--- config.mk ---
export PLATFORM = sky130hd
export DESIGN_NAME = pid_temperature_regulator
export DESIGN_NICKNAME = d
export VERILOG_FILES = /design/src/sv/pidt_pkg.sv /design/src/sv/pidt_duty_clamp.sv /design/src/sv/pid_temperature_regulator.sv
export SDC_FILE = /design/constraint.sdc
export NUM_CORES = 2
export LEC_CHECK = 0
export ABC_AREA = 1
export BUFFER_PORTS_ARGS = -buffer_cell sky130_fd_sc_hd__buf_4
export CAP_MARGIN = 20
export CORE_MARGIN = 2
export CORE_UTILIZATION = 60
export CTS_BUF_LIST = sky130_fd_sc_hd__clkbuf_8 sky130_fd_sc_hd__clkbuf_16
export DETAILED_ROUTE_END_ITERATION = 6
export PLACE_DENSITY = 0.79
export SKIP_LAST_GASP = 1
export SYNTH_ARGS = -nofsm -noshare
export SYNTH_HDL_FRONTEND = slang
export SYNTH_SLANG_ARGS = --single-unit
--- constraint.sdc ---
create_clock -name i_clk -period 5.86 [get_ports i_clk]
set_input_delay 0 -clock i_clk [delete_from_list [all_inputs] [get_ports i_clk]]
set_output_delay 0 -clock i_clk [all_outputs]
set_load 0.03 [all_outputs]
--- src/sv/pidt_pkg.sv ---
`default_nettype none
// ----------------------------------------------------------------------------
// pidt_pkg
// Shared constants, register indexes, mode codes and stage types for the
// heater PID regulator.
// ----------------------------------------------------------------------------
package pidt_pkg;

    localparam int TEMP_W   = 14;
    localparam int ERR_W    = 15;
    localparam int PREV_W   = 16;
    localparam int DERIV_W  = 17;
    localparam int ACC_W    = 7;
    localparam int GAIN_W   = 16;
    localparam int BAND_W   = 13;
    localparam int DUTY_W   = 11;
    localparam int MODE_W   = 3;
    localparam int IDX_W    = 4;
    localparam int DATA_W   = 16;

    localparam int PROD_P_W = 32;
    localparam int PROD_D_W = 34;
    localparam int PROD_I_W = 24;
    localparam int SUM_W    = 35;

    localparam int DUTY_MIN       = 160;
    localparam int DUTY_MAX       = 1440;
    localparam int INTEGRAL_LIMIT = 48;

    // register indexes
    localparam logic [IDX_W-1:0] REG_SET_TEMP      = 4'd0;
    localparam logic [IDX_W-1:0] REG_GAIN_P        = 4'd1;
    localparam logic [IDX_W-1:0] REG_GAIN_I        = 4'd2;
    localparam logic [IDX_W-1:0] REG_GAIN_D        = 4'd3;
    localparam logic [IDX_W-1:0] REG_MAX_TEMP      = 4'd4;
    localparam logic [IDX_W-1:0] REG_MIN_TEMP      = 4'd5;
    localparam logic [IDX_W-1:0] REG_SEPARATE_BAND = 4'd6;
    localparam logic [IDX_W-1:0] REG_DEAD_BAND     = 4'd7;

    // result modes
    localparam logic [MODE_W-1:0] MODE_OVER  = 3'd0;
    localparam logic [MODE_W-1:0] MODE_UNDER = 3'd1;
    localparam logic [MODE_W-1:0] MODE_P     = 3'd2;
    localparam logic [MODE_W-1:0] MODE_PD    = 3'd3;
    localparam logic [MODE_W-1:0] MODE_PID   = 3'd4;

    // multiplier operands after the decision stage
    typedef struct packed {
        logic signed [ERR_W-1:0]   err_op;
        logic signed [DERIV_W-1:0] deriv_op;
        logic signed [ACC_W-1:0]   acc_op;
        logic [MODE_W-1:0]         mode;
    } t_terms;

    // products after the multiply stage
    typedef struct packed {
        logic signed [PROD_P_W-1:0] prod_p;
        logic signed [PROD_D_W-1:0] prod_d;
        logic signed [PROD_I_W-1:0] prod_i;
        logic [MODE_W-1:0]          mode;
    } t_prods;

endpackage
`default_nettype wire

--- src/sv/pidt_duty_clamp.sv ---
`default_nettype none
// ----------------------------------------------------------------------------
// pidt_duty_clamp
// Sums the three control terms, rounds to 1/16 percent and clamps the duty.
// ----------------------------------------------------------------------------
module pidt_duty_clamp
    import pidt_pkg::*;
(
    input  wire t_prods             i_prods,
    output logic [DUTY_W-1:0]       o_duty
);

    logic signed [SUM_W-1:0] w_sum;
    logic [SUM_W:0]          w_round;
    logic [SUM_W-8:0]        w_q;

    always_comb begin
        w_sum = SUM_W'(i_prods.prod_p) + SUM_W'(i_prods.prod_d) + SUM_W'(i_prods.prod_i);
        // round to nearest, ties up; negative drive counts as zero
        w_round = {1'b0, w_sum} + (SUM_W+1)'(128);
        if (w_sum[SUM_W-1]) begin
            w_q = '0;
        end else begin
            w_q = w_round[SUM_W:8];
        end
        // max clamp first, min clamp last
        if (w_q > (SUM_W-7)'(DUTY_MAX)) begin
            w_q = (SUM_W-7)'(DUTY_MAX);
        end
        if (w_q < (SUM_W-7)'(DUTY_MIN)) begin
            w_q = (SUM_W-7)'(DUTY_MIN);
        end
        o_duty = w_q[DUTY_W-1:0];
    end

endmodule
`default_nettype wire

--- src/sv/pid_temperature_regulator.sv ---
`default_nettype none
// ----------------------------------------------------------------------------
// pid_temperature_regulator
// Heater PID regulator with integral separation and a dead band.
// ----------------------------------------------------------------------------
// Usage:
//   Feed one averaged temperature per control tick on the input channel
//   (i_in_valid / o_in_ready, i_measured_temp, 1/16 degree). Each input beat
//   yields exactly one output beat (o_out_valid / i_out_ready) carrying the
//   heater duty in 1/16 percent and the control mode.
//   Configuration registers are written over a separate valid/ready channel
//   (i_cfg_index, i_cfg_data); o_cfg_ready is always high, unknown indexes
//   are dropped. Write configuration only while the block is idle.
//   Throughput: one beat per cycle while the receiver does not stall. The
//   input is registered, then passes through three pipeline stages: decision
//   and state update, the three term multipliers, then sum, round and clamp.
//   Reset (synchronous, active low) loads register defaults, clears the
//   integral and the previous error, and empties the pipeline.
//   When the receiver stalls, the result holds in the output register and
//   each stage fills in turn; input ready drops only once all stages hold
//   an item.
// ----------------------------------------------------------------------------
module pid_temperature_regulator
    import pidt_pkg::*;
(
    input  wire                      i_clk,
    input  wire                      i_rst_n,
    // configuration
    input  wire                      i_cfg_valid,
    output logic                     o_cfg_ready,
    input  wire [IDX_W-1:0]          i_cfg_index,
    input  wire [DATA_W-1:0]         i_cfg_data,
    // input samples
    input  wire                      i_in_valid,
    output logic                     o_in_ready,
    input  wire signed [TEMP_W-1:0]  i_measured_temp,
    // results
    output logic                     o_out_valid,
    input  wire                      i_out_ready,
    output logic [DUTY_W-1:0]        o_duty,
    output logic [MODE_W-1:0]        o_mode
);

    // configuration registers
    logic signed [TEMP_W-1:0] r_set_temp;
    logic [GAIN_W-1:0]        r_gain_p;
    logic [GAIN_W-1:0]        r_gain_i;
    logic [GAIN_W-1:0]        r_gain_d;
    logic signed [TEMP_W-1:0] r_max_temp;
    logic signed [TEMP_W-1:0] r_min_temp;
    logic [BAND_W-1:0]        r_separate_band;
    logic [BAND_W-1:0]        r_dead_band;

    // controller state
    logic signed [ACC_W-1:0]  r_accum_error;
    logic signed [PREV_W-1:0] r_previous_error;
    logic signed [ACC_W-1:0]  n_accum_error;
    logic signed [PREV_W-1:0] n_previous_error;

    // pipeline
    logic                     r_v0, r_v1, r_v2, r_out_valid;
    logic signed [TEMP_W-1:0] r_meas;
    t_terms                   r_terms;
    t_terms                   n_terms;
    t_prods                   r_prods;
    t_prods                   n_prods;
    logic [DUTY_W-1:0]        r_duty;
    logic [MODE_W-1:0]        r_mode;
    logic [DUTY_W-1:0]        w_duty;

    logic w_rdy0, w_rdy1, w_rdy2, w_rdy_out;

    // decision-stage signals
    logic signed [ERR_W-1:0]   w_err;
    logic signed [DERIV_W-1:0] w_deriv;
    logic signed [PREV_W-1:0]  w_acc_sum;
    logic                      w_over, w_under, w_neg, w_ponly, w_dead;

    assign o_cfg_ready = 1'b1;

    // Each stage takes a new beat when empty or when its contents move on.
    assign w_rdy_out = !r_out_valid || i_out_ready;
    assign w_rdy2    = !r_v2 || w_rdy_out;
    assign w_rdy1    = !r_v1 || w_rdy2;
    assign w_rdy0    = !r_v0 || w_rdy1;
    assign o_in_ready = w_rdy0;

    // ---------------------------------------------------------------------
    // Configuration writes
    // ---------------------------------------------------------------------
    always_ff @(posedge i_clk) begin
        if (!i_rst_n) begin
            r_set_temp      <= 14'sd2960;
            r_gain_p        <= 16'd1280;
            r_gain_i        <= 16'd3840;
            r_gain_d        <= 16'd5120;
            r_max_temp      <= 14'sd3200;
            r_min_temp      <= 14'sd0;
            r_separate_band <= 13'd80;
            r_dead_band     <= 13'd8;
        end else if (i_cfg_valid && o_cfg_ready) begin
            case (i_cfg_index)
                REG_SET_TEMP:      r_set_temp      <= i_cfg_data[TEMP_W-1:0];
                REG_GAIN_P:        r_gain_p        <= i_cfg_data[GAIN_W-1:0];
                REG_GAIN_I:        r_gain_i        <= i_cfg_data[GAIN_W-1:0];
                REG_GAIN_D:        r_gain_d        <= i_cfg_data[GAIN_W-1:0];
                REG_MAX_TEMP:      r_max_temp      <= i_cfg_data[TEMP_W-1:0];
                REG_MIN_TEMP:      r_min_temp      <= i_cfg_data[TEMP_W-1:0];
                REG_SEPARATE_BAND: r_separate_band <= i_cfg_data[BAND_W-1:0];
                REG_DEAD_BAND:     r_dead_band     <= i_cfg_data[BAND_W-1:0];
                default: begin
                    // drop writes to unknown indexes
                end
            endcase
        end
    end

    // ---------------------------------------------------------------------
    // Decision stage: error, mode, new integral and previous error
    // ---------------------------------------------------------------------
    always_comb begin
        w_err   = {r_set_temp[TEMP_W-1], r_set_temp} - {r_meas[TEMP_W-1], r_meas};
        w_over  = r_meas > r_max_temp;
        w_under = r_meas < r_min_temp;
        w_neg   = w_err[ERR_W-1];
        w_ponly = w_err > $signed({2'b00, r_separate_band});
        w_dead  = w_err < $signed({2'b00, r_dead_band});
        w_deriv = {{2{w_err[ERR_W-1]}}, w_err}
                - {r_previous_error[PREV_W-1], r_previous_error};
        w_acc_sum = {{(PREV_W-ACC_W){r_accum_error[ACC_W-1]}}, r_accum_error}
                  + {w_err[ERR_W-1], w_err};

        n_accum_error    = r_accum_error;
        n_previous_error = {w_err[ERR_W-1], w_err};
        n_terms.err_op   = w_err;
        n_terms.deriv_op = w_deriv;
        n_terms.acc_op   = '0;
        n_terms.mode     = MODE_PID;

        if (w_over || w_under || w_neg) begin
            // cut off: clear state, zero drive
            n_accum_error    = '0;
            n_previous_error = '0;
            n_terms.err_op   = '0;
            n_terms.deriv_op = '0;
            n_terms.mode     = w_over ? MODE_OVER : MODE_UNDER;
        end else if (w_ponly) begin
            // far from target: proportional only, integral held
            n_terms.deriv_op = '0;
            n_terms.mode     = MODE_P;
        end else begin
            // accumulate and clamp the integral
            if (w_acc_sum > $signed(PREV_W'(INTEGRAL_LIMIT))) begin
                n_accum_error = ACC_W'(INTEGRAL_LIMIT);
            end else if (w_acc_sum < -$signed(PREV_W'(INTEGRAL_LIMIT))) begin
                n_accum_error = -$signed(ACC_W'(INTEGRAL_LIMIT));
            end else begin
                n_accum_error = w_acc_sum[ACC_W-1:0];
            end
            if (w_dead) begin
                n_terms.mode = MODE_PD;
            end else begin
                n_terms.acc_op = n_accum_error;
                n_terms.mode   = MODE_PID;
            end
        end
    end

    // ---------------------------------------------------------------------
    // Multiply stage
    // ---------------------------------------------------------------------
    always_comb begin
        n_prods.prod_p = $signed({{(PROD_P_W-GAIN_W){1'b0}}, r_gain_p})
                       * $signed({{(PROD_P_W-ERR_W){r_terms.err_op[ERR_W-1]}},
                                  r_terms.err_op});
        n_prods.prod_d = $signed({{(PROD_D_W-GAIN_W){1'b0}}, r_gain_d})
                       * $signed({{(PROD_D_W-DERIV_W){r_terms.deriv_op[DERIV_W-1]}},
                                  r_terms.deriv_op});
        n_prods.prod_i = $signed({{(PROD_I_W-GAIN_W){1'b0}}, r_gain_i})
                       * $signed({{(PROD_I_W-ACC_W){r_terms.acc_op[ACC_W-1]}},
                                  r_terms.acc_op});
        n_prods.mode   = r_terms.mode;
    end

    pidt_duty_clamp u_duty_clamp (
        .i_prods (r_prods),
        .o_duty  (w_duty)
    );

    // ---------------------------------------------------------------------
    // Pipeline valids and controller state
    // ---------------------------------------------------------------------
    always_ff @(posedge i_clk) begin
        if (!i_rst_n) begin
            r_v0             <= 1'b0;
            r_v1             <= 1'b0;
            r_v2             <= 1'b0;
            r_out_valid      <= 1'b0;
            r_accum_error    <= '0;
            r_previous_error <= '0;
        end else begin
            if (w_rdy0)    r_v0        <= i_in_valid;
            if (w_rdy1)    r_v1        <= r_v0;
            if (w_rdy2)    r_v2        <= r_v1;
            if (w_rdy_out) r_out_valid <= r_v2;
            // advance state exactly once per beat, as it leaves stage 0
            if (w_rdy1 && r_v0) begin
                r_accum_error    <= n_accum_error;
                r_previous_error <= n_previous_error;
            end
        end
    end

    // payload registers
    always_ff @(posedge i_clk) begin
        if (w_rdy0 && i_in_valid) r_meas  <= i_measured_temp;
        if (w_rdy1 && r_v0)       r_terms <= n_terms;
        if (w_rdy2 && r_v1)       r_prods <= n_prods;
        if (w_rdy_out && r_v2) begin
            r_duty <= w_duty;
            r_mode <= r_prods.mode;
        end
    end

    assign o_out_valid = r_out_valid;
    assign o_duty      = r_duty;
    assign o_mode      = r_mode;

    // ---------------------------------------------------------------------
    // Assertions
    // ---------------------------------------------------------------------
    a_duty_range: assert property (@(posedge i_clk) disable iff (!i_rst_n)
        o_out_valid |-> (o_duty >= DUTY_W'(DUTY_MIN)) && (o_duty <= DUTY_W'(DUTY_MAX)))
        else $error("duty outside clamp range");

    a_cutoff_duty: assert property (@(posedge i_clk) disable iff (!i_rst_n)
        o_out_valid && (o_mode == MODE_OVER || o_mode == MODE_UNDER)
        |-> o_duty == DUTY_W'(DUTY_MIN))
        else $error("cut-off mode without minimum duty");

    a_accum_limit: assert property (@(posedge i_clk) disable iff (!i_rst_n)
        (r_accum_error <= $signed(ACC_W'(INTEGRAL_LIMIT)))
        && (r_accum_error >= -$signed(ACC_W'(INTEGRAL_LIMIT))))
        else $error("integral beyond limit");

    a_cutoff_clears: assert property (@(posedge i_clk) disable iff (!i_rst_n)
        (w_rdy1 && r_v0 && (w_over || w_under || w_neg))
        |=> (r_accum_error == '0) && (r_previous_error == '0))
        else $error("cut-off did not clear state");

endmodule
`default_nettype wire
Word-level counts from Yosys, hierarchy flattened
Index checks and enable logic that the tools add are counted.
- logic and storage cells: 87
- bits of input ports: 39
- register bits: 306
- reduce and logical (&&, ||, !) cells: 26
- mux-type cells: 11
- eq/ne operators: 8
- $lt $le $gt $ge: 8
- add/subtract/negate cells: 6
- multipliers: 3
- operator list (kind ; number):
    28-bit 2-to-1 mux ; 2
    35-bit by 8-bit adder with 36-bit output, second input constant ; 1
    32-bit by 34-bit adder with 35-bit output ; 1
    35-bit by 24-bit adder with 35-bit output ; 1
    17-bit by 17-bit multiplier with 34-bit output ; 1
    17-bit by 15-bit multiplier with 32-bit output ; 1
    28-bit by 11-bit greater-than comparator with 1-bit output, second input constant ; 1
    28-bit by 8-bit < comparator with 1-bit output, second input constant ; 1
    7-bit 2-to-1 mux ; 4
    17-bit by 7-bit multiplier with 24-bit output ; 1
    2-bit AND reduction ; 9
    15-bit by 16-bit subtractor with 17-bit output ; 1
    7-bit by 15-bit adder with 16-bit output ; 1
    4-bit by 3-bit == test with 1-bit output, second input constant ; 4
    16-bit by 7-bit greater-than comparator with 1-bit output, second input constant ; 1
    16-bit by 7-bit < comparator with 1-bit output, second input constant ; 1
    16-bit 2-to-1 mux ; 1
    15-bit by 14-bit greater-than comparator with 1-bit output ; 1
    15-bit by 14-bit < comparator with 1-bit output ; 1
    14-bit by 14-bit subtractor with 15-bit output ; 1
    14-bit greater-than comparator ; 1
    14-bit < comparator ; 1
    3-bit 2-to-1 mux ; 3
    4-bit by 2-bit == test with 1-bit output, second input constant ; 2
    9 further kinds ; 20

Depth between registers and ports, before layout
- word-level depth: 7
- mapped depth: 33
- depth with buffers taken out: 33

Hierarchy
From an unflattened synthesis, not the netlist that was laid out.
- cells, all modules: 5267
- area total of the unflattened synthesis: 40432.5 um^2
- modules (own cells, without submodules) (module ; area an instance (um^2) ; instances ; cells each):
    pid_temperature_regulator ; 35728.0 ; 1 ; 4407
    pidt_duty_clamp ; 4704.5 ; 1 ; 860

Worst setup path before layout
No wires, ideal clock.
- path type: register to register
- start: register r_gain_d[1]
- end: register r_prods[55] (netlist name), data pin
- path slack: -0.224 ns
- data required time: 5.595 ns
- cell stages (with the launch flop): 27
- library setup time: 0.265 ns
- data arrival time: 5.819 ns
- path through: dfxtp_1 clkbuf_1 clkbuf_1 nand2_1 fa_1 inv_1 fa_1 ha_1 fa_1 inv_1 fa_1 fa_1 inv_1 ha_1 nand2_1 nand2_1 nand3_1 nand2_1 a21oi_1 o21ai_0 a21boi_1 o21ai_0 a21boi_1 o21bai_1 a21oi_1 o21ai_0 xor2_1
- RTL lines (element ; RTL line ; text):
    start: declaration ; pid_temperature_regulator.sv:48 ; logic [GAIN_W-1:0] r_gain_d;
    start signal: assignment ; pid_temperature_regulator.sv:106 ; REG_GAIN_D: r_gain_d <= i_cfg_data[GAIN_W-1:0];
    end signal: assignment ; pid_temperature_regulator.sv:218 ; if (w_rdy2 && r_v1) r_prods <= n_prods;
    end: declaration ; pid_temperature_regulator.sv:65 ; t_prods r_prods;

==> flow_summary.ini <==
[synth]
synth_top_area_share_pct = 25.4
ys_ff_latch = 305
synth_seq_area_share_pct = 19.8
ys_top_cells_by_area = fa_1 (25%), ha_1 (14%), edfxtp_1 (13%), nand2_1 (11%), inv_1 (11%)
synth_nets = 5897
synth.most_common_cell = nand2_1
synth_edf_count = 163
syn_inst = 4933
syn-cell-area_um2 = 39100
syn_avg_cell_area_um2 = 7.92
synth_flop_cell = edfxtp_1
synth.top_cells.by_count = nand2_1 (1152), inv_1 (1133), fa_1 (496)
synthArstFlopShare_pct = 0
yosys.area.top_type = fa_1
synth.distinct_cells = 54
yosysWarnings = 0

[sta]
worstMarginPinSlew_ns = 0.980
rsz0062_at_grt = yes
hold_viol = 0
setup_viol_count_final = 3
period_share_pct = 102
max_freq_mhz = 167
maxSlewHeadroom_pct = 34.4
finalMaxSlewViolations = 0
fin_crit_ns = 5.97
fin_skew_ns = 0.0326
setup_slack_ns = -0.113

[grt]
grt_usage_pct = 31.5
grt_max_degree = 91
grt_pass1_vias = 32700
grt-ovfl-total = 0
busiest_layer = met2
use_met2_pct = 53.0
grtUsageMet1_pct = 39.1
grt_pass1_wl_mm = 167
antenna_found_initial = 1
globalRouteMet3Util_pct = 5.70

[layout]
diodes = 0
fin_nets = 6102
final_util_pct = 68.0
final_cells = 6020
stdcell_area_um2 = 43800
drive_above_1_share_pct = 11.0
syn_to_final_growth_pct = 12.1

[setup_path]
startpoint_type = flip-flop
rr_startpoint = r_terms[41]
arrival_ns = 6.28
regToRegSetupSlack_ns = -0.11
critPathRequiredTime_ns = 6.16
crit_fanout = 3
reg2reg_depth = 23
critical_path_class = flip-flop to flip-flop
r2r_end = r_prods[91]
cp-end-kind = flip-flop

[clock_network]
cts_buffer_depth = 3
clk_latency_ns = 0.58
root_buffer = clkbuf_16
path_clk_slew_ns = 0.07
cts_tree = yes
clock_sink_count = 305
cts_max_level = 2
cts_buffers = 35

[floorplanning]
die_y_um = 259
die_width_um = 259
initial_utilization_pct = 60.6
num_rows = 93
ioPinCount = 56
core_area_um2 = 64500
die-area_um2 = 67200

[detailed_routing]
vias = 32400
first_pass_iters = 6
dr.first_iter.drc_count = 2350
route.detailed.drc = 0
avgViaCountPerCell = 5.38
final_antenna_net_count = 0
wirelength_mm = 104
routedWlPerCell_um = 17.3

[placed_design]
gp_congestion = 0.981
pre_cts_ws_ns = -0.377
placed_cells = 5876
hpwl_mm = 81.8
place_area_um2 = 41500
portBuffers = 54

[hold_path]
hp-start = i_cfg_index[3]
hp-class = primary input to flip-flop
whs_path_depth = 4
whs_endpoint = r_max_temp[11]

[pwr]
power_density_nw_per_um2 = 234
ir_drop_mv = 0.266
p_leak_nw = 23.9

[status]
violations = setup timing
status = finished with violations

[job]
cap_viol_max_count = 0
-- routing by layer --
| metal | routed length (µm) | vias up | part of all wire (%) |
|---|---|---|---|
| met2 | 49000 | 1311 | 47 |
| met5 | 13 | - | 0.012 |
| met3 | 8620 | 331 | 8.3 |
| met1 | 40600 | 15400 | 39 |
| li1 | - | 15400 | - |
| met4 | 6250 | 2 | 6.0 |
-- sequential cells by signal, summed over array words and instances, names as in the netlist --
| signal | count |
|---|---|
| r_terms | 39 |
| r_dead_band | 13 |
| r_accum_error | 7 |
| r_v0 | 1 |
| r_max_temp | 14 |
| r_meas | 14 |
| r_v1 | 1 |
| r_set_temp | 14 |
| r_separate_band | 13 |
| o_duty | 11 |
| r_gain_i | 16 |
| r_previous_error | 15 |
| r_prods | 93 |
| o_mode | 3 |
| r_v2 | 1 |
| r_gain_p | 16 |
| o_out_valid | 1 |
| r_gain_d | 16 |
| n_prods | 3 |
| r_min_temp | 14 |
-- layout by cell type (no fill, tap or decap), types with 38 or more instances in the layout --
| cell type | netlist | final |
|---|---|---|
| ha_1 | 429 | 408 |
| fa_1 | 496 | 490 |
| buf_4 | 2 | 282 |
| o21ai_0 | 176 | 157 |
| dlygate4sd3_1 | 0 | 38 |
| nand3_1 | 144 | 143 |
| xor2_1 | 72 | 71 |
| nand2_1 | 1152 | 1143 |
| a21oi_1 | 247 | 226 |
| nor2_1 | 285 | 285 |
| inv_1 | 1133 | 1136 |
| dfxtp_1 | 142 | 136 |
| or2_2 | 42 | 39 |
| xnor2_1 | 41 | 41 |
| edfxtp_1 | 163 | 163 |
-- worst max-delay path by stage --
stage,startpoint,endpoint,slack (ns),depth (start not counted)
floorplan,r_terms[18],r_prods[55],0.006,23
global placement,r_terms[41],r_prods[90],-0.25,22
detailed placement,r_terms[41],r_prods[90],-0.38,22
CTS,r_terms[29],r_prods[87],-0.03,27
global route,r_terms[41],r_prods[91],-0.34,23
finish,r_terms[41],r_prods[91],-0.11,23
-- where the power goes --
part           internal, mW  switching (mW)
registers              2.46           0.111
logic                  2.11            3.43
clock network          1.19           0.930
total                  5.76            4.48
-- final cells by class --
| type | instances | area, µm² |
|---|---|---|
| fill | 5020 | 20600 |
| timing repair buffer | 336 | 2700 |
| inverter | 1154 | 4340 |
| clock buffer | 35 | 876 |
| clock inverter | 29 | 219 |
| sequential | 305 | 7740 |
| tap | 855 | 1070 |
| multi-input combinational | 3306 | 26900 |
-- cells by family after synthesis --
kind of cell | Yosys count | share of synthesized area [%]
buf+inv | 1322 | 12.7
simple gates | 1769 | 18.9
other cells | 2 | 0.0192
compound gates | 495 | 6.85
xor+xnor | 115 | 2.62
fa+ha+maj | 925 | 39.1
flops | 305 | 19.8
-- timing repair --
action	CTS	global route
hold endpoints to repair	134	0
gates resized for setup	39	94
setup endpoints to repair	19	25
pin swaps	45	64
hold buffers	38	0
buffers inserted	23	18
-- through the flow --
stage	setup TNS, ns	hold WS (ns)	total power [mW]
6_report	-0.158	0.00609	10.2
3_3_place_gp	-1.16	0.178	7.50
3_5_place_dp	-2.89	0.179	7.62
5_1_grt	-1.90	0.0566	11.0
2_1_floorplan	0	0.0989	6.19
4_1_cts	-0.0437	0.0155	9.91
-- worst max-delay path, stage by stage (launching register included) --
cell,delay (ns)
edfxtp_1,0.40
clkinvlp_4,0.13
buf_6,0.14
buf_6,0.11
or2_2,0.28
fa_2,0.52
inv_1,0.06
fa_2,0.53
fa_1,0.45
fa_2,0.55
fa_1,0.43
fa_1,0.45
ha_1,0.32
nand2_1,0.08
inv_2,0.08
nand3_4,0.10
nor3_4,0.21
a21oi_2,0.12
o41ai_2,0.26
buf_4,0.17
a21oi_1,0.06
nor2_1,0.09
nor2_1,0.05
xnor2_1,0.13
Power figures use the tool's default switching activity.
